## src/rtl/mttb_pkg.sv

```systemverilog
package mttb_pkg;

    // Field widths fixed by the item format.
    localparam int TIMER_WIDTH = 16;
    localparam int VALUE_W     = 16;
    localparam int MS_W        = 10;
    localparam int SEC_W       = 6;
    localparam int MIN_W       = 16;
    localparam int IDX_W       = 4;
    localparam int CFG_IDX_W   = 3;
    localparam int CFG_DATA_W  = 16;
    localparam int NUM_TIMERS  = 13;

    typedef logic [TIMER_WIDTH-1:0] timer_t;
    typedef logic [IDX_W-1:0]       timer_idx_t;

    // Item operations.
    typedef enum logic [1:0] {
        OP_TICK  = 2'd0,
        OP_WRITE = 2'd1,
        OP_READ  = 2'd2
    } op_t;

    // Timer slots.
    localparam timer_idx_t T_SLEEP   = 4'd0;
    localparam timer_idx_t T_PAUSE   = 4'd1;
    localparam timer_idx_t T_AD      = 4'd2;
    localparam timer_idx_t T_KEYSCAN = 4'd3;
    localparam timer_idx_t T_LED     = 4'd4;
    localparam timer_idx_t T_PAIRING = 4'd5;
    localparam timer_idx_t T_DOUBLE  = 4'd6;
    localparam timer_idx_t T_SHORT   = 4'd7;
    localparam timer_idx_t T_CHARGE  = 4'd8;
    localparam timer_idx_t T_POWER   = 4'd9;
    localparam timer_idx_t T_HANDLE  = 4'd10;
    localparam timer_idx_t T_VOLMAX  = 4'd11;
    localparam timer_idx_t T_LOWBAT  = 4'd12;
    localparam timer_idx_t T_LAST    = 4'(NUM_TIMERS - 1);

    // Configuration register indexes.
    localparam logic [CFG_IDX_W-1:0] CFG_MS_PER_SECOND  = 3'd0;
    localparam logic [CFG_IDX_W-1:0] CFG_SEC_PER_MINUTE = 3'd1;
    localparam logic [CFG_IDX_W-1:0] CFG_SLEEP_LIMIT    = 3'd2;
    localparam logic [CFG_IDX_W-1:0] CFG_KEY_PERIOD     = 3'd3;
    localparam logic [CFG_IDX_W-1:0] CFG_PULSE_HIGH     = 3'd4;
    localparam logic [CFG_IDX_W-1:0] CFG_PULSE_LOW      = 3'd5;

    // Configuration reset values.
    localparam logic [MS_W-1:0]    RST_MS_PER_SECOND  = 10'd1000;
    localparam logic [SEC_W-1:0]   RST_SEC_PER_MINUTE = 6'd60;
    localparam logic [VALUE_W-1:0] RST_SLEEP_LIMIT    = 16'd20;
    localparam logic [MS_W-1:0]    RST_KEY_PERIOD     = 10'd80;
    localparam logic [VALUE_W-1:0] RST_PULSE_HIGH     = 16'd500;
    localparam logic [VALUE_W-1:0] RST_PULSE_LOW      = 16'd250;

    // How each timer counts on a tick.
    typedef enum logic [2:0] {
        KIND_SLEEP,
        KIND_PAUSE,
        KIND_FLAG,
        KIND_ZERO,
        KIND_ONE,
        KIND_DOUBLE
    } kind_t;

    function automatic kind_t timer_kind(input timer_idx_t idx);
        kind_t k;
        case (idx)
            T_SLEEP:                             k = KIND_SLEEP;
            T_PAUSE:                             k = KIND_PAUSE;
            T_AD, T_KEYSCAN, T_LED:              k = KIND_FLAG;
            T_DOUBLE:                            k = KIND_DOUBLE;
            T_SHORT, T_HANDLE, T_LOWBAT:         k = KIND_ONE;
            default:                             k = KIND_ZERO;
        endcase
        return k;
    endfunction

    typedef enum logic [2:0] {
        ST_IDLE,
        ST_CLOCK,
        ST_WALK,
        ST_APPLY,
        ST_RESULT
    } state_t;

    typedef struct packed {
        logic [1:0]         operation;
        logic [IDX_W-1:0]   timer_index;
        logic [VALUE_W-1:0] load_value;
        logic               power_on;
    } in_beat_t;

    typedef struct packed {
        logic [VALUE_W-1:0] timer_value;
        logic               ad_task;
        logic               scan_task;
        logic               blink_task;
        logic               key_tick;
        logic               answer_level;
        logic [MS_W-1:0]    millisecond;
        logic [SEC_W-1:0]   second;
        logic [MIN_W-1:0]   minute;
    } out_beat_t;

    // Commands from the controller to the datapath.
    typedef struct packed {
        logic       accept;
        logic       clock_step;
        logic       walk_en;
        timer_idx_t walk_idx;
        logic       apply;
        logic       load_out;
    } cmd_t;

endpackage

```

## src/rtl/mttb_ctrl.sv

```systemverilog
module mttb_ctrl (
    input  logic           clk,
    input  logic           rst_n,
    input  logic           in_valid,
    input  logic           is_tick,
    input  logic           out_ready,
    output logic           in_ready,
    output logic           out_valid,
    output mttb_pkg::cmd_t cmd
);

    mttb_pkg::state_t     state_reg, state_next;
    mttb_pkg::timer_idx_t walk_idx_reg, walk_idx_next;
    logic                 out_valid_reg, out_valid_next;

    // State, walk counter and output valid registers.
    always_ff @(posedge clk or negedge rst_n)
    begin
        if (!rst_n)
        begin
            state_reg     <= mttb_pkg::ST_IDLE;
            walk_idx_reg  <= '0;
            out_valid_reg <= 1'b0;
        end
        else
        begin
            state_reg     <= state_next;
            walk_idx_reg  <= walk_idx_next;
            out_valid_reg <= out_valid_next;
        end
    end

    // Next state and commands.
    always_comb
    begin
        state_next     = state_reg;
        walk_idx_next  = walk_idx_reg;
        in_ready       = 1'b0;
        cmd            = '0;
        cmd.walk_idx   = walk_idx_reg;

        unique case (state_reg)
            mttb_pkg::ST_IDLE:
            begin
                in_ready = 1'b1;
                if (in_valid)
                begin
                    cmd.accept = 1'b1;
                    state_next = is_tick ? mttb_pkg::ST_CLOCK : mttb_pkg::ST_APPLY;
                end
            end
            mttb_pkg::ST_CLOCK:
            begin
                cmd.clock_step = 1'b1;
                walk_idx_next  = '0;
                state_next     = mttb_pkg::ST_WALK;
            end
            mttb_pkg::ST_WALK:
            begin
                cmd.walk_en = 1'b1;
                if (walk_idx_reg == mttb_pkg::T_LAST)
                begin
                    state_next = mttb_pkg::ST_RESULT;
                end
                else
                begin
                    walk_idx_next = walk_idx_reg + 1'b1;
                end
            end
            mttb_pkg::ST_APPLY:
            begin
                cmd.apply  = 1'b1;
                state_next = mttb_pkg::ST_RESULT;
            end
            mttb_pkg::ST_RESULT:
            begin
                if (!out_valid_reg || out_ready)
                begin
                    cmd.load_out = 1'b1;
                    state_next   = mttb_pkg::ST_IDLE;
                end
            end
            default:
            begin
                state_next = mttb_pkg::ST_IDLE;
            end
        endcase

        // The output register holds a beat until it is taken.
        if (cmd.load_out)
        begin
            out_valid_next = 1'b1;
        end
        else if (out_ready)
        begin
            out_valid_next = 1'b0;
        end
        else
        begin
            out_valid_next = out_valid_reg;
        end
    end

    assign out_valid = out_valid_reg;

`ifndef SYNTHESIS
    // The walk never runs past the last timer.
    a_walk_range: assert property (@(posedge clk) disable iff (!rst_n)
        (state_reg == mttb_pkg::ST_WALK) |-> (walk_idx_reg <= mttb_pkg::T_LAST))
        else $error("timer walk index out of range");

    // The clock step always hands over to a walk that starts at the first timer.
    a_walk_start: assert property (@(posedge clk) disable iff (!rst_n)
        (state_reg == mttb_pkg::ST_CLOCK) |=>
            (state_reg == mttb_pkg::ST_WALK && walk_idx_reg == '0))
        else $error("walk did not start at timer zero");

    // A new result never overwrites one that is still waiting.
    a_no_overwrite: assert property (@(posedge clk) disable iff (!rst_n)
        cmd.load_out |-> (!out_valid_reg || out_ready))
        else $error("result overwritten before it was taken");

    // One item at a time: no beat is taken in the cycle after an accept.
    a_one_item: assert property (@(posedge clk) disable iff (!rst_n)
        (in_valid && in_ready) |=> !in_ready)
        else $error("second item accepted while busy");
`endif

endmodule

```

## src/rtl/mttb_dpath.sv

```systemverilog
module mttb_dpath (
    input  logic                                 clk,
    input  logic                                 rst_n,
    input  mttb_pkg::cmd_t                       cmd,
    input  mttb_pkg::in_beat_t                   in_data,
    input  logic                                 cfg_we,
    input  logic [mttb_pkg::CFG_IDX_W-1:0]       cfg_index,
    input  logic [mttb_pkg::CFG_DATA_W-1:0]      cfg_data,
    output mttb_pkg::out_beat_t                  out_data
);

    // Configuration registers.
    logic [mttb_pkg::MS_W-1:0]    ms_per_second_reg;
    logic [mttb_pkg::SEC_W-1:0]   sec_per_minute_reg;
    logic [mttb_pkg::VALUE_W-1:0] sleep_limit_reg;
    logic [mttb_pkg::MS_W-1:0]    key_period_reg;
    logic [mttb_pkg::VALUE_W-1:0] pulse_high_reg;
    logic [mttb_pkg::VALUE_W-1:0] pulse_low_reg;

    // Latched item.
    logic [1:0]                   op_reg;
    mttb_pkg::timer_idx_t         idx_reg;
    logic [mttb_pkg::VALUE_W-1:0] load_reg;
    logic                         power_reg;

    // Wall clock and timer state.
    logic [mttb_pkg::MS_W-1:0]    ms_reg, ms_next;
    logic [mttb_pkg::SEC_W-1:0]   sec_reg, sec_next;
    logic [mttb_pkg::MIN_W-1:0]   min_reg, min_next;
    logic                         sec_roll_reg, sec_roll_next;
    logic                         min_roll_reg, min_roll_next;
    mttb_pkg::timer_t             store_reg [mttb_pkg::NUM_TIMERS];
    logic                         drive_reg, drive_next;

    // Per-tick flags and the key-period remainder.
    logic                         ad_flag_reg, ad_flag_next;
    logic                         key_flag_reg, key_flag_next;
    logic                         led_flag_reg, led_flag_next;
    logic [mttb_pkg::MS_W-1:0]    rem_reg, rem_next;

    mttb_pkg::out_beat_t          out_reg;

    // Walk datapath signals.
    mttb_pkg::timer_t             cur;
    mttb_pkg::timer_t             upd;
    mttb_pkg::timer_t             dec;
    logic                         hit;
    logic [mttb_pkg::MS_W:0]      ms_inc;
    logic [mttb_pkg::SEC_W:0]     sec_inc;
    logic [3:0]                   bit_sel;
    logic [mttb_pkg::MS_W:0]      trial;
    logic                         store_we;
    mttb_pkg::timer_idx_t         store_addr;
    mttb_pkg::timer_t             store_wdata;
    logic                         idx_ok;

    // Configuration writes.
    always_ff @(posedge clk or negedge rst_n)
    begin
        if (!rst_n)
        begin
            ms_per_second_reg  <= mttb_pkg::RST_MS_PER_SECOND;
            sec_per_minute_reg <= mttb_pkg::RST_SEC_PER_MINUTE;
            sleep_limit_reg    <= mttb_pkg::RST_SLEEP_LIMIT;
            key_period_reg     <= mttb_pkg::RST_KEY_PERIOD;
            pulse_high_reg     <= mttb_pkg::RST_PULSE_HIGH;
            pulse_low_reg      <= mttb_pkg::RST_PULSE_LOW;
        end
        else if (cfg_we)
        begin
            unique case (cfg_index)
                mttb_pkg::CFG_MS_PER_SECOND:  ms_per_second_reg  <= cfg_data[mttb_pkg::MS_W-1:0];
                mttb_pkg::CFG_SEC_PER_MINUTE: sec_per_minute_reg <= cfg_data[mttb_pkg::SEC_W-1:0];
                mttb_pkg::CFG_SLEEP_LIMIT:    sleep_limit_reg    <= cfg_data;
                mttb_pkg::CFG_KEY_PERIOD:     key_period_reg     <= cfg_data[mttb_pkg::MS_W-1:0];
                mttb_pkg::CFG_PULSE_HIGH:     pulse_high_reg     <= cfg_data;
                mttb_pkg::CFG_PULSE_LOW:      pulse_low_reg      <= cfg_data;
                default:                      ;
            endcase
        end
    end

    // Item latch.
    always_ff @(posedge clk)
    begin
        if (cmd.accept)
        begin
            op_reg    <= in_data.operation;
            idx_reg   <= in_data.timer_index;
            load_reg  <= in_data.load_value;
            power_reg <= in_data.power_on;
        end
    end

    assign idx_ok = (idx_reg < mttb_pkg::IDX_W'(mttb_pkg::NUM_TIMERS));

    // Wall clock advance for one tick.
    always_comb
    begin
        ms_next       = ms_reg;
        sec_next      = sec_reg;
        min_next      = min_reg;
        sec_roll_next = sec_roll_reg;
        min_roll_next = min_roll_reg;
        ms_inc        = {1'b0, ms_reg} + 1'b1;
        sec_inc       = {1'b0, sec_reg} + 1'b1;
        if (cmd.clock_step)
        begin
            sec_roll_next = 1'b0;
            min_roll_next = 1'b0;
            if (ms_inc[mttb_pkg::MS_W-1:0] >= ms_per_second_reg)
            begin
                ms_next       = '0;
                sec_roll_next = 1'b1;
                if (sec_inc[mttb_pkg::SEC_W-1:0] >= sec_per_minute_reg)
                begin
                    sec_next      = '0;
                    min_next      = min_reg + 1'b1;
                    min_roll_next = 1'b1;
                end
                else
                begin
                    sec_next = sec_inc[mttb_pkg::SEC_W-1:0];
                end
            end
            else
            begin
                ms_next = ms_inc[mttb_pkg::MS_W-1:0];
            end
        end
    end

    // Update of the timer under the walk pointer.
    always_comb
    begin
        cur           = store_reg[cmd.walk_idx];
        dec           = cur - 1'b1;
        upd           = cur;
        hit           = 1'b0;
        drive_next    = drive_reg;
        ad_flag_next  = ad_flag_reg;
        key_flag_next = key_flag_reg;
        led_flag_next = led_flag_reg;

        case (mttb_pkg::timer_kind(cmd.walk_idx))
            mttb_pkg::KIND_SLEEP:
            begin
                if (min_roll_reg && power_reg && (32'(cur) < 32'(sleep_limit_reg)))
                begin
                    upd = cur + 1'b1;
                end
            end
            mttb_pkg::KIND_PAUSE:
            begin
                if (sec_roll_reg && cur != '0)
                begin
                    upd = dec;
                end
            end
            mttb_pkg::KIND_FLAG:
            begin
                if (cur != '0)
                begin
                    upd = dec;
                    hit = (dec == '0);
                end
            end
            mttb_pkg::KIND_ZERO:
            begin
                if (cur != '0)
                begin
                    upd = dec;
                end
            end
            mttb_pkg::KIND_ONE:
            begin
                if (cur > mttb_pkg::TIMER_WIDTH'(1))
                begin
                    upd = dec;
                end
            end
            mttb_pkg::KIND_DOUBLE:
            begin
                if (cur > mttb_pkg::TIMER_WIDTH'(1))
                begin
                    upd = dec;
                    if (cmd.walk_en)
                    begin
                        // High, then low, then high again as the count runs down.
                        if (32'(dec) >= 32'(pulse_high_reg))
                        begin
                            drive_next = 1'b1;
                        end
                        else if (32'(dec) >= 32'(pulse_low_reg))
                        begin
                            drive_next = 1'b0;
                        end
                        else
                        begin
                            drive_next = 1'b1;
                        end
                    end
                end
            end
            default:
            begin
                upd = cur;
            end
        endcase

        if (cmd.accept)
        begin
            ad_flag_next  = 1'b0;
            key_flag_next = 1'b0;
            led_flag_next = 1'b0;
        end
        else if (cmd.walk_en)
        begin
            case (cmd.walk_idx)
                mttb_pkg::T_AD:      ad_flag_next  = hit;
                mttb_pkg::T_KEYSCAN: key_flag_next = hit;
                mttb_pkg::T_LED:     led_flag_next = hit;
                default:             ;
            endcase
        end
    end

    // Key period remainder, one bit of the millisecond count per walk step.
    always_comb
    begin
        bit_sel  = 4'(mttb_pkg::MS_W - 1) - cmd.walk_idx;
        trial    = {rem_reg, ms_reg[bit_sel]};
        rem_next = rem_reg;
        if (cmd.clock_step)
        begin
            rem_next = '0;
        end
        else if (cmd.walk_en && cmd.walk_idx < 4'(mttb_pkg::MS_W))
        begin
            if (trial >= {1'b0, key_period_reg})
            begin
                rem_next = mttb_pkg::MS_W'(trial - {1'b0, key_period_reg});
            end
            else
            begin
                rem_next = trial[mttb_pkg::MS_W-1:0];
            end
        end
    end

    // Timer store write port: the walk, or a write item.
    always_comb
    begin
        store_we    = 1'b0;
        store_addr  = cmd.walk_idx;
        store_wdata = upd;
        if (cmd.walk_en)
        begin
            store_we = 1'b1;
        end
        else if (cmd.apply && op_reg == mttb_pkg::OP_WRITE && idx_ok)
        begin
            store_we    = 1'b1;
            store_addr  = idx_reg;
            store_wdata = mttb_pkg::TIMER_WIDTH'(load_reg);
        end
    end

    // State registers.
    always_ff @(posedge clk or negedge rst_n)
    begin
        if (!rst_n)
        begin
            ms_reg       <= '0;
            sec_reg      <= '0;
            min_reg      <= '0;
            sec_roll_reg <= 1'b0;
            min_roll_reg <= 1'b0;
            drive_reg    <= 1'b0;
            ad_flag_reg  <= 1'b0;
            key_flag_reg <= 1'b0;
            led_flag_reg <= 1'b0;
            rem_reg      <= '0;
            for (int i = 0; i < mttb_pkg::NUM_TIMERS; i++)
            begin
                store_reg[i] <= '0;
            end
        end
        else
        begin
            ms_reg       <= ms_next;
            sec_reg      <= sec_next;
            min_reg      <= min_next;
            sec_roll_reg <= sec_roll_next;
            min_roll_reg <= min_roll_next;
            drive_reg    <= drive_next;
            ad_flag_reg  <= ad_flag_next;
            key_flag_reg <= key_flag_next;
            led_flag_reg <= led_flag_next;
            rem_reg      <= rem_next;
            if (store_we)
            begin
                store_reg[store_addr] <= store_wdata;
            end
        end
    end

    // Output register.
    always_ff @(posedge clk)
    begin
        if (cmd.load_out)
        begin
            out_reg.timer_value    <= idx_ok ? mttb_pkg::VALUE_W'(store_reg[idx_reg]) : '0;
            out_reg.ad_task        <= ad_flag_reg;
            out_reg.scan_task      <= key_flag_reg;
            out_reg.blink_task     <= led_flag_reg;
            out_reg.key_tick       <= (op_reg == mttb_pkg::OP_TICK) &&
                                      (key_period_reg == '0 || rem_reg == '0);
            out_reg.answer_level   <= drive_reg;
            out_reg.millisecond    <= ms_reg;
            out_reg.second         <= sec_reg;
            out_reg.minute         <= min_reg;
        end
    end

    assign out_data = out_reg;

endmodule

```

## src/rtl/millisecond_tick_timer_bank.sv

```systemverilog
// Channel  | Signals                         | Beat contents
// ---------+---------------------------------+-------------------------------------------
// in       | in_valid, in_ready, in_data     | operation, timer_index, load_value, power_on
// out      | out_valid, out_ready, out_data  | timer value, task flags, key tick, clock
// cfg      | cfg_we, cfg_index, cfg_data     | one of six registers, written at once
//
// A tick runs through accept, one wall clock step, a walk over the 13 timers
// through one shared update unit (one timer per cycle), and a result load.
// The key period remainder is worked out one bit per walk cycle alongside it.
// A write or read runs accept, apply and a result load. One item is in work at a time;
// the next one is accepted while the previous result still waits in the output register.
// Reset clears the clock, all timers and the answer level, and loads the defaults.
module millisecond_tick_timer_bank (
    input  logic                                 clk,
    input  logic                                 rst_n,
    input  logic                                 in_valid,
    output logic                                 in_ready,
    input  mttb_pkg::in_beat_t                   in_data,
    output logic                                 out_valid,
    input  logic                                 out_ready,
    output mttb_pkg::out_beat_t                  out_data,
    input  logic                                 cfg_we,
    input  logic [mttb_pkg::CFG_IDX_W-1:0]       cfg_index,
    input  logic [mttb_pkg::CFG_DATA_W-1:0]      cfg_data
);

    mttb_pkg::cmd_t cmd;
    logic           is_tick;

    // Only a tick runs the clock step and the timer walk.
    assign is_tick = (in_data.operation == mttb_pkg::OP_TICK);

    mttb_ctrl u_ctrl (
        .clk       (clk),
        .rst_n     (rst_n),
        .in_valid  (in_valid),
        .is_tick   (is_tick),
        .out_ready (out_ready),
        .in_ready  (in_ready),
        .out_valid (out_valid),
        .cmd       (cmd)
    );

    mttb_dpath u_dpath (
        .clk       (clk),
        .rst_n     (rst_n),
        .cmd       (cmd),
        .in_data   (in_data),
        .cfg_we    (cfg_we),
        .cfg_index (cfg_index),
        .cfg_data  (cfg_data),
        .out_data  (out_data)
    );

endmodule
```

## config.mk

```make
export PLATFORM = sky130hd
export DESIGN_NAME = millisecond_tick_timer_bank
export DESIGN_NICKNAME = d
export VERILOG_FILES = /design/src/rtl/mttb_pkg.sv /design/src/rtl/mttb_ctrl.sv /design/src/rtl/mttb_dpath.sv /design/src/rtl/millisecond_tick_timer_bank.sv
export SDC_FILE = /design/constraint.sdc
export NUM_CORES = 1
export LEC_CHECK = 0
export BUFFER_PORTS_ARGS = -buffer_cell sky130_fd_sc_hd__buf_2
export CORE_UTILIZATION = 25
export DETAILED_ROUTE_END_ITERATION = 6
export PLACE_DENSITY = 0.46
export SLEW_MARGIN = 15
export SYNTH_ARGS = -nofsm -noshare
export SYNTH_HDL_FRONTEND = slang
export SYNTH_SLANG_ARGS = --single-unit
```

## constraint.sdc

```tcl
create_clock -name clk -period 7.01 [get_ports clk]
set_input_delay 1.402 -clock clk [delete_from_list [all_inputs] [get_ports clk]]
set_output_delay 1.402 -clock clk [all_outputs]
set_load 0.03 [all_outputs]
```

## Word-level counts from Yosys, hierarchy flattened

Memory sizes are Yosys's and may differ from the RTL's.
Cells that the tools add are included.
Widths: inputs -> output; s select.

| storage, ports and cells | value |
|---|---|
| bits in registers | 414 |
| latch bits | 0 |
| memory bits (writable) | 0 |
| ROM bits | 48 |
| input bits | 47 |
| memories kept | 1 |

| operators by class | value |
|---|---|
| add/subtract/negate cells | 8 |
| $mul | 0 |
| div/mod/pow operators | 0 |
| magnitude comparators | 14 |
| equal/unequal tests | 23 |
| shift-type cells | 0 |
| muxes and demuxes | 60 |
| bitwise operators | 3 |
| reduce and logical (&&, ||, !) cells | 43 |

Memories:

| name | words | bits a word | rd ports | clocked after Yosys merged registers in | write ports | line | RTL |
|---|---|---|---|---|---|---|---|
| (no name shown) | 16 | 3 | 1 | 0 | 0 | mttb_pkg.sv:68 | `case (idx)` |

Operator list:

| cell | number |
|---|---|
| $bwmux 208 | 1 |
| $mux 16 | 11 |
| $bmux 16 s4 | 2 |
| $demux 16 s4 | 1 |
| $pmux 16 s4 | 1 |
| $mux 10 | 4 |
| $add 16x1->16 const B | 2 |
| $ge 16x16->1 | 2 |
| $mux 1 | 29 |
| $reduce_and 2->1 | 11 |
| $logic_not 10->1 | 2 |
| $eq 3x2->1 const B | 6 |
| $gt 16x1->1 const B | 1 |
| $logic_not 16->1 | 1 |
| $lt 16x16->1 | 1 |
| $reduce_bool 16->1 | 1 |
| $sub 16x1->16 const B | 1 |
| $eq 3x3->1 const B | 5 |
| $ge 5x5->1 const B | 3 |
| $not 4->5 | 3 |
| $pmux 3 s5 | 1 |
| $reduce_bool 2->1 | 7 |
| $mux 4 | 3 |
| $ge 11x10->1 | 1 |
| other kinds (29) | 51 |

## Longest topological paths before layout

Gate-level depths: netlist of the first run.

| logic depth | value |
|---|---|
| word-level depth | 12 |
| mapped depth | 23 |
| gate-level depth less buffers | 18 |

## By module

A second synthesis of the first run with hierarchy kept.

| second synthesis, totals | value |
|---|---|
| cell total of the unflattened synthesis | 2195 |
| area total of the unflattened synthesis | 22819.4 um2 |

Modules (own cells, without submodules):

| module | times used | cells each | area each (um2) |
|---|---|---|---|
| mttb_dpath | 1 | 2149 | 22369.0 |
| mttb_ctrl | 1 | 45 | 446.7 |
| millisecond_tick_timer_bank | 1 | 1 | 3.8 |

## Least setup slack after synthesis of the first run

Ideal clock, no wire load.

| timing | value |
|---|---|
| kind | input-to-reg |
| start | in out_ready |
| end | reg u_dpath.out_reg (netlist bit u_dpath.out_data[0]), enable pin |
| data arrival time | 5410 ps |
| slack | 1060 ps |
| stages | 2 |
| buffers on the path | 0 |
| cells stage by stage | nand2b_1 nor3b_1 |

RTL lines:

| element | line | RTL |
|---|---|---|
| start, declared | millisecond_tick_timer_bank.sv:20 | `input logic out_ready,` |
| end, declared | mttb_dpath.sv:41 | `mttb_pkg::out_beat_t out_reg;` |

## Worst setup path after layout of the first run

| timing | value |
|---|---|
| start | reg u_ctrl.walk_idx_reg[0] |
| end | reg u_dpath.store_reg[201] (netlist bit) |

| between the ends | value |
|---|---|
| word-level cells in the longest chain between the ends | 11 |
| elaborated cells on any way between the ends | 36 |
| those cells by class | add/sub: 2; order compare: 4; eq/ne: 5; mux: 15; bitwise: 2; reduce/logical: 7; memory: 1 |

RTL lines:

| element | line | RTL |
|---|---|---|
| start, declared | mttb_ctrl.sv:13 | `mttb_pkg::timer_idx_t walk_idx_reg, walk_idx_next;` |
| start signal, assigned | mttb_ctrl.sv:28 | `walk_idx_reg <= walk_idx_next;` |
| $not 4->5 (not written as such) | mttb_dpath.sv:136 | `cur = store_reg[cmd.walk_idx];` |
| $bmux 16 s4 | mttb_dpath.sv:136 |  |
| $mux 16 (not written as such) (2 in a row) | mttb_dpath.sv:136 |  |
| $lt 16x16->1 or $reduce_bool 16->1 (tied branches) | n/a |  |
| $logic_and 1x1->1 (on tied branches) | mttb_dpath.sv:148, mttb_dpath.sv:155 |  |
| $mux 16 (on tied branches) | mttb_dpath.sv:148, mttb_dpath.sv:155 |  |
| $pmux 16 s4 | mttb_dpath.sv:145 | `case (mttb_pkg::timer_kind(cmd.walk_idx))` |
| $mux 16 | mttb_dpath.sv:261 | `else if (cmd.apply && op_reg == mttb_pkg::OP_WRITE && idx_ok)` |
| $mux 16 | mttb_dpath.sv:257 | `if (cmd.walk_en)` |
| $bwmux 208 * | mttb_dpath.sv:303 | `store_reg[store_addr] <= store_wdata;` |
| end signal, assigned by index | mttb_dpath.sv:303 |  |
| end, declared | mttb_dpath.sv:32 | `mttb_pkg::timer_t store_reg [mttb_pkg::NUM_TIMERS];` |

Mark *: on every way between the ends. The rest lies on a longest branch, timed or not. The select of a mux whose other input is x is not followed.
A chain may end at the register's enable or synchronous reset.

==> run metrics, run 1 <==
CTS clk-pin slew, worst paths 0.06 ns; Worst Path Arrival 6.88 ns; Post-Synthesis Net Count 2545; cell count after synthesis 2410; YS warnings 0; post-cts sizing count 0; HPWL after DPL 60560 um; Post-Syn Area 23880 um^2; hold buffer count at CTS 0; Pre-antenna DRT Iters 5; fin crit share 91.22%; crit end category flop; Post-Layout Cell Count 3786; vias 19630; ys flop type dfrtp_1; # fillers 9710; largest net degree at the start of global routing 151; Finish-stage setup viols 0; asr flop ratio synth 81.64%; Req. time, crit path 7.50 ns; Leakage 11.43 nW; max reg flops 208; Sequential cell area 10780 um^2; wire length per cell 22.79 um; Hold Path Class flop to flop; Area Growth Syn to Fin 16.05%; NumNets Final 2626; minimum clock period after layout 6.394 ns; Initial DRC Count 1859; number of remaining DRC errors 0; R2R cell count 16; VDD IR max 0.2550 mV; synth unique cells 92; GR Overflow Total 0; clock latency on the worst-skew pair 0.61 ns; number of port buffers 101; vias in the first global route 19500; area of the multi-input gates 12050 um^2; postcts setup bufs 0; final instance area 27710 um^2; CTS buffer count 50; Clock Path Buffers 3; slew at the pin closest to its max-slew limit 1.250 ns; Sink Count 414; setup total negative slack 0 ns; status finished clean; Power Dens Cells 486.8 nW/um^2; Die Span Y 311.0 um; Final ANT Viol Nets 0; number of synthesized register bits 414; critical path fanouts, max 38; ANT cells 0; CTS H-tree lvls 2; DIE AREA 96750 um^2; hold path depth 1; Final Hold Violating Endpoints 0; dpl cell area 26000 um^2; EDFF count, synth 76; Synth Area per Inst 9.907 um^2; Worst setup SP type flop; Vias/cell 5.185; gpl congestion 0.9087; first-pass GRT wire length 129400 um; Die Wd 311.0 um; CTS tree yes; # IOs 102; Slew Limit Fails 0; initial antenna violation count 1; Initial Util 25.39%; unrepaired setup endpoints after global routing false; total power 0.01349 W; sequential area share after synthesis 45.12%; crit path kind flop to flop; share of layout cells above drive strength 1 18.96%; clk_skew 0.02236 ns; f_max 0.1564 GHz; final WL 86290 um; WHS 0.4679 ns; Max-Cap Viols 0; # rows 112; dpl cells 3692; Rel. slew slack 16.38%; root buffer cell clkbuf_16; gr usage total 17.55%; Core ar. 94030 um^2
[cell usage after synthesis (11+ instances only)]
| master | n | area [um^2] |
|---|---|---|
| a21o_1 | 18 | 135.1 |
| a21oi_1 | 78 | 390.4 |
| a221oi_1 | 39 | 341.6 |
| a31oi_1 | 76 | 475.5 |
| and2_1 | 13 | 81.33 |
| and3_1 | 11 | 68.82 |
| buf_2 | 19 | 95.09 |
| clkbuf_1 | 122 | 457.9 |
| dfrtp_1 | 312 | 7807 |
| dfstp_2 | 26 | 683.2 |
| edfxtp_1 | 76 | 2282 |
| ha_1 | 87 | 1089 |
| inv_1 | 98 | 367.9 |
| mux2_2 | 49 | 551.8 |
| mux2i_1 | 103 | 1031 |
| mux4_2 | 57 | 1284 |
| nand2_1 | 370 | 1389 |
| nand2b_1 | 17 | 106.4 |
| nand3_1 | 46 | 230.2 |
| nand4_1 | 16 | 100.1 |
| nor2_1 | 172 | 645.6 |
| nor3_1 | 47 | 235.2 |
| nor4_1 | 16 | 100.1 |
| o21ai_0 | 223 | 1116 |
| o21ai_2 | 12 | 105.1 |
| o22ai_1 | 35 | 219.0 |
| o31ai_1 | 33 | 247.7 |
| xnor2_1 | 31 | 271.5 |
| xor2_1 | 15 | 131.4 |
[worst paths after layout]
kind	from	endpoint	slack [ns]
min reg2reg	u_dpath.min_reg[15]	u_dpath.min_reg[15]	0.47
min in group asynchronous	rst_n	u_dpath.rem_reg[6]	0.67
min	u_dpath.min_reg[15]	u_dpath.min_reg[15]	0.47
max	u_ctrl.walk_idx_reg[0]	u_dpath.store_reg[201]	0.62
max reg2reg	u_ctrl.walk_idx_reg[0]	u_dpath.store_reg[201]	0.62
max in group asynchronous	rst_n	u_dpath.store_reg[170]	5.03
[through the flow]
step / util, % / setup slack [ns]
after floorplan: - / 1.060
after global placement: 27.64 / 0.9204
after detailed placement: 27.65 / 0.7030
after CTS: 29.46 / 0.6588
after global routing: 29.47 / 0.2417
final: 29.47 / 0.6156
[placed cells by master (no fill, tap or decap), drive strengths merged, types with 7 or more instances in the layout]
cell type  instances
a211oi             9
a21o              18
a21oi             78
a221oi            42
a31oi             76
and2              17
and3              11
buf              194
clkbuf            67
clkinv            16
dfrtp            312
dfstp             26
edfxtp            76
ha                87
inv              102
mux2              49
mux2i            103
mux4              57
nand2            370
nand2b            17
nand3             48
nand4             17
nor2             172
nor2b              8
nor3              49
nor4              24
o211ai             7
o21ai            239
o22ai             35
o2bb2ai            8
o31ai             33
o41ai             17
or3                9
xnor2             31
xor2              15
[critical path, cell delays in order, from the launching register on]
cell and delay, ns:
dfrtp_4 0.86, buf_4 0.36, mux2i_1 0.21, nor2_1 0.06, a211oi_1 0.98, nand2_1 0.42, ha_1 0.40, a21oi_1 0.23
nor4_1 0.08, a2111oi_0 0.39, nand3_1 0.15, or4b_1 0.59, o311a_1 0.37, a311o_1 0.35, a2111oi_4 0.33, buf_4 0.29
o21ai_0 0.13
[report_power, final]
part / switching (W) / internal, W / leakage [nW]
combinational: 0.00470 / 0.00243 / 5.49
sequential: 0.000525 / 0.00312 / 5.10
clock: 0.00110 / 0.00162 / 0.835
total: 0.00632 / 0.00717 / 11.4
[cell families (layout without fill, tap and decap cells)]
kind of cell / after synthesis / count (layout) / share of synthesized area [%]
AND/OR/NAND/NOR: 780 / 780 / 15.10
AO/OA/AOI/OAI: 607 / 607 / 16.69
flip-flops: 414 / 414 / 45.12
buffers and inverters: 266 / 388 / 4.758
multiplexers: 209 / 209 / 12.01
adder cells (fa/ha/maj): 88 / 88 / 4.643
XOR/XNOR: 46 / 46 / 1.687
[area by class of cell]
cell class	instances	share of cell area (%)
clock buffer	67	5.039
clock inverter	26	1.093
inverter	101	1.368
multi-input combinational	1730	43.48
sequential	414	38.89
tap	1254	5.662
timing repair buffer	194	4.470
[per-layer routing]
metal,routed length [um],part of all wire (%),global-route usage [%],up-vias
met5,0,0,0,-
met4,2452,2.8,5.374,0
met3,4848,5.6,2.626,145
met2,41580,48,29.60,684
met1,37410,43,23.06,9824
li1,-,-,-,8976
Power figures use the tool's default switching activity.
==> inputs of run 2 (changes only) <==
--- a/config.mk
+++ b/config.mk
@@ -8,6 +8,7 @@
 export BUFFER_PORTS_ARGS = -buffer_cell sky130_fd_sc_hd__buf_2
 export CORE_UTILIZATION = 25
 export DETAILED_ROUTE_END_ITERATION = 6
+export MAX_ROUTING_LAYER = met4
 export PLACE_DENSITY = 0.46
 export SLEW_MARGIN = 15
 export SYNTH_ARGS = -nofsm -noshare
==> run metrics, run 2 (synthesis results as in run 1) <==
max reg flops 208 (unchanged); gpl congestion 0.9196 (+1.2%); sequential share of power 27.3% (+0.3 points); status finished clean; CP max stage cell dfrtp_1; CP dominant cell by count buf_4; Area Growth Syn to Fin 15.85%; vias 19710 (+0.43%); total power 0.01342 W (-0.52%); VDD IR max 0.2733 mV (+7.2%); most common cell after layout, fill and taps aside nand2_1; Slew Limit Fails 0 (unchanged); CTS clk-pin slew, worst paths 0.06 ns (about the same); clk_skew 0.02381 ns (+0.001444 ns); Req. time, crit path 7.47 ns (-0.03 ns); initial antenna violation count 0 (-1); vias in the first global route 19780 (+1.5%); post-cts sizing count 0 (unchanged); Power Dens Cells 485.2 nW/um^2 (-0.35%); Hold Path Class flop to flop; dpl cell area 25970 um^2 (-0.12%); first-pass GRT wire length 131300 um (+1.5%); Final Util 29.42% (-0.052 points); Finish-stage setup viols 0 (unchanged); crit end category flop; # IOs 102 (unchanged); Critical Path Max Stage Delay 0.79 ns (-0.19 ns); kind of cell adding the most delay to the critical path simple AND/OR/NAND/NOR gates; Max-Cap Viols 0 (unchanged); f_max 0.1606 GHz (+2.7%); PnR worst setup slack 0.7843 ns (+0.1687 ns); fin crit share 88.81% (-2.4 points); hold buffer count at CTS 0 (unchanged); Pre-antenna DRT Iters 7 (+2); minimum clock period after layout 6.226 ns (-0.1687 ns); DIE AREA 96750 um^2 (unchanged); Clk pwr share 19.7% (-0.4 points); Initial Util 25.39% (unchanged); final instance area 27660 um^2 (-0.18%); CTS buffer count 51 (+2.0%); number of port buffers 101 (unchanged); Psw 0.006308 W (-0.23%); switching share of power 47.01% (+0.14 points); Vias/cell 5.211 (+0.51%); Leakage 11.38 nW (-0.47%); dpl ws 0.8894 ns (+0.1864 ns); CTS tree yes; NumNets Final 2622 (-0.15%); Rel. slew slack 18.53% (+2.1 points); clock latency on the worst-skew pair 0.60 ns (about the same); Die Wd 311.0 um (unchanged); # rows 112 (unchanged); HPWL after DPL 61020 um (+0.76%); root buffer cell clkbuf_16; internal cell power 0.007112 W (-0.78%); crit path kind flop to flop; Final Hold Violating Endpoints 0 (unchanged); wire length per cell 23.09 um (+1.3%); final WL 87370 um (+1.2%); slew at the pin closest to its max-slew limit 1.218 ns (-0.03205 ns); Gate power share 53.0% (+0.2 points); postcts setup bufs 0 (unchanged); share of layout cells above drive strength 1 18.95% (about the same); Worst Path Arrival 6.69 ns (-0.19 ns); number of remaining DRC errors 0 (unchanged); Sink Count 414 (unchanged); Clock Path Buffers 3 (unchanged); largest net degree at the start of global routing 139 (-7.9%); Initial DRC Count 1782 (-4.1%); Die Span Y 311.0 um (unchanged); setup total negative slack 0 ns (unchanged); crit path buf inv count 3 (+1); gr usage total 18.35% (+0.79 points); CTS H-tree lvls 2 (unchanged); unrepaired setup endpoints after global routing false; critical path cell sequence buf_4, nand3b_1, buf_4, o22ai_1, nor2_1, nand2_1, ha_1, a21oi_1, nor4_1, a2111oi_0, nand3_1, or4b_1, o311a_1, a311o_1, a2111oi_4, buf_4, o21ai_0; GR Overflow Total 0 (unchanged); critical path fanouts, max 16 (-58%); Core ar. 94030 um^2 (unchanged); Worst setup SP type flop; Final ANT Viol Nets 0 (unchanged); commonest cells after routing, fill and taps aside nand2_1 (370), dfrtp_1 (311), o21ai_0 (223), nor2_1 (167), mux2i_1 (102)
run 2: cell types whose count changed in the layout (fill, tap and decap cells not counted), moves of 2 or more:
cell	delta
clkinv_1	-3
clkbuf_1	+3
clkbuf_16	+3
buf_4	-5
bufinv_16	-4
clkinvlp_4	+3
clkbuf_8	+2
clkinv_2	-2
run 2: metal layers:
layer | up-vias | track usage [%] | wire [um]
met3 | 166 | 2.699 | 5021
met4 | 0 | 5.755 | 2718
li1 | 8954 | - | -
met2 | 716 | 29.87 | 41450
met1 | 9877 | 23.41 | 38180
met5 | - | - | 0
run 2: cell type report:
class,instances,area (um^2)
tap,1254,1569
clock inverter,19,163.9
fill,9764,66370
sequential,414,10780
antenna,1,2.502
clock buffer,75,1510
timing repair buffer,189,1201
multi-input combinational,1730,12060
inverter,101,379.1
run 2: path summary, 6_finish.rpt:
path                                         from                     end  slack [ns]  cells past startpoint
setup reg to reg           u_ctrl.walk_idx_reg[3]  u_dpath.store_reg[201]        0.78                     17
hold / removal               u_dpath.led_flag_reg    u_dpath.out_data[34]        0.46                      0
setup / recovery           u_ctrl.walk_idx_reg[3]  u_dpath.store_reg[201]        0.78                     17
hold reg to reg              u_dpath.led_flag_reg    u_dpath.out_data[34]        0.46                      0
max in group asynchronous                   rst_n  u_dpath.store_reg[207]        4.94                      2
min in group asynchronous                   rst_n      u_dpath.rem_reg[6]        0.77                      1
run 2: through the flow:
stage | hold WS (ns) | instances
2_1_floorplan | 0.4248 | 2410
3_3_place_gp | 0.4540 | 3688
3_5_place_dp | 0.4497 | 3688
4_1_cts | 0.4620 | 3782
5_1_grt | 0.4816 | 3782
6_report | 0.4625 | 3783
run 2: power by group through the flow:
stage          clock network, W  registers (W)  logic, W
2_1_floorplan                 0        0.00356   0.00453
3_3_place_gp                  0        0.00368   0.00697
3_5_place_dp                  0        0.00370   0.00704
4_1_cts                 0.00272        0.00366   0.00707
5_1_grt                 0.00281        0.00375   0.00771
6_report                0.00264        0.00367   0.00711
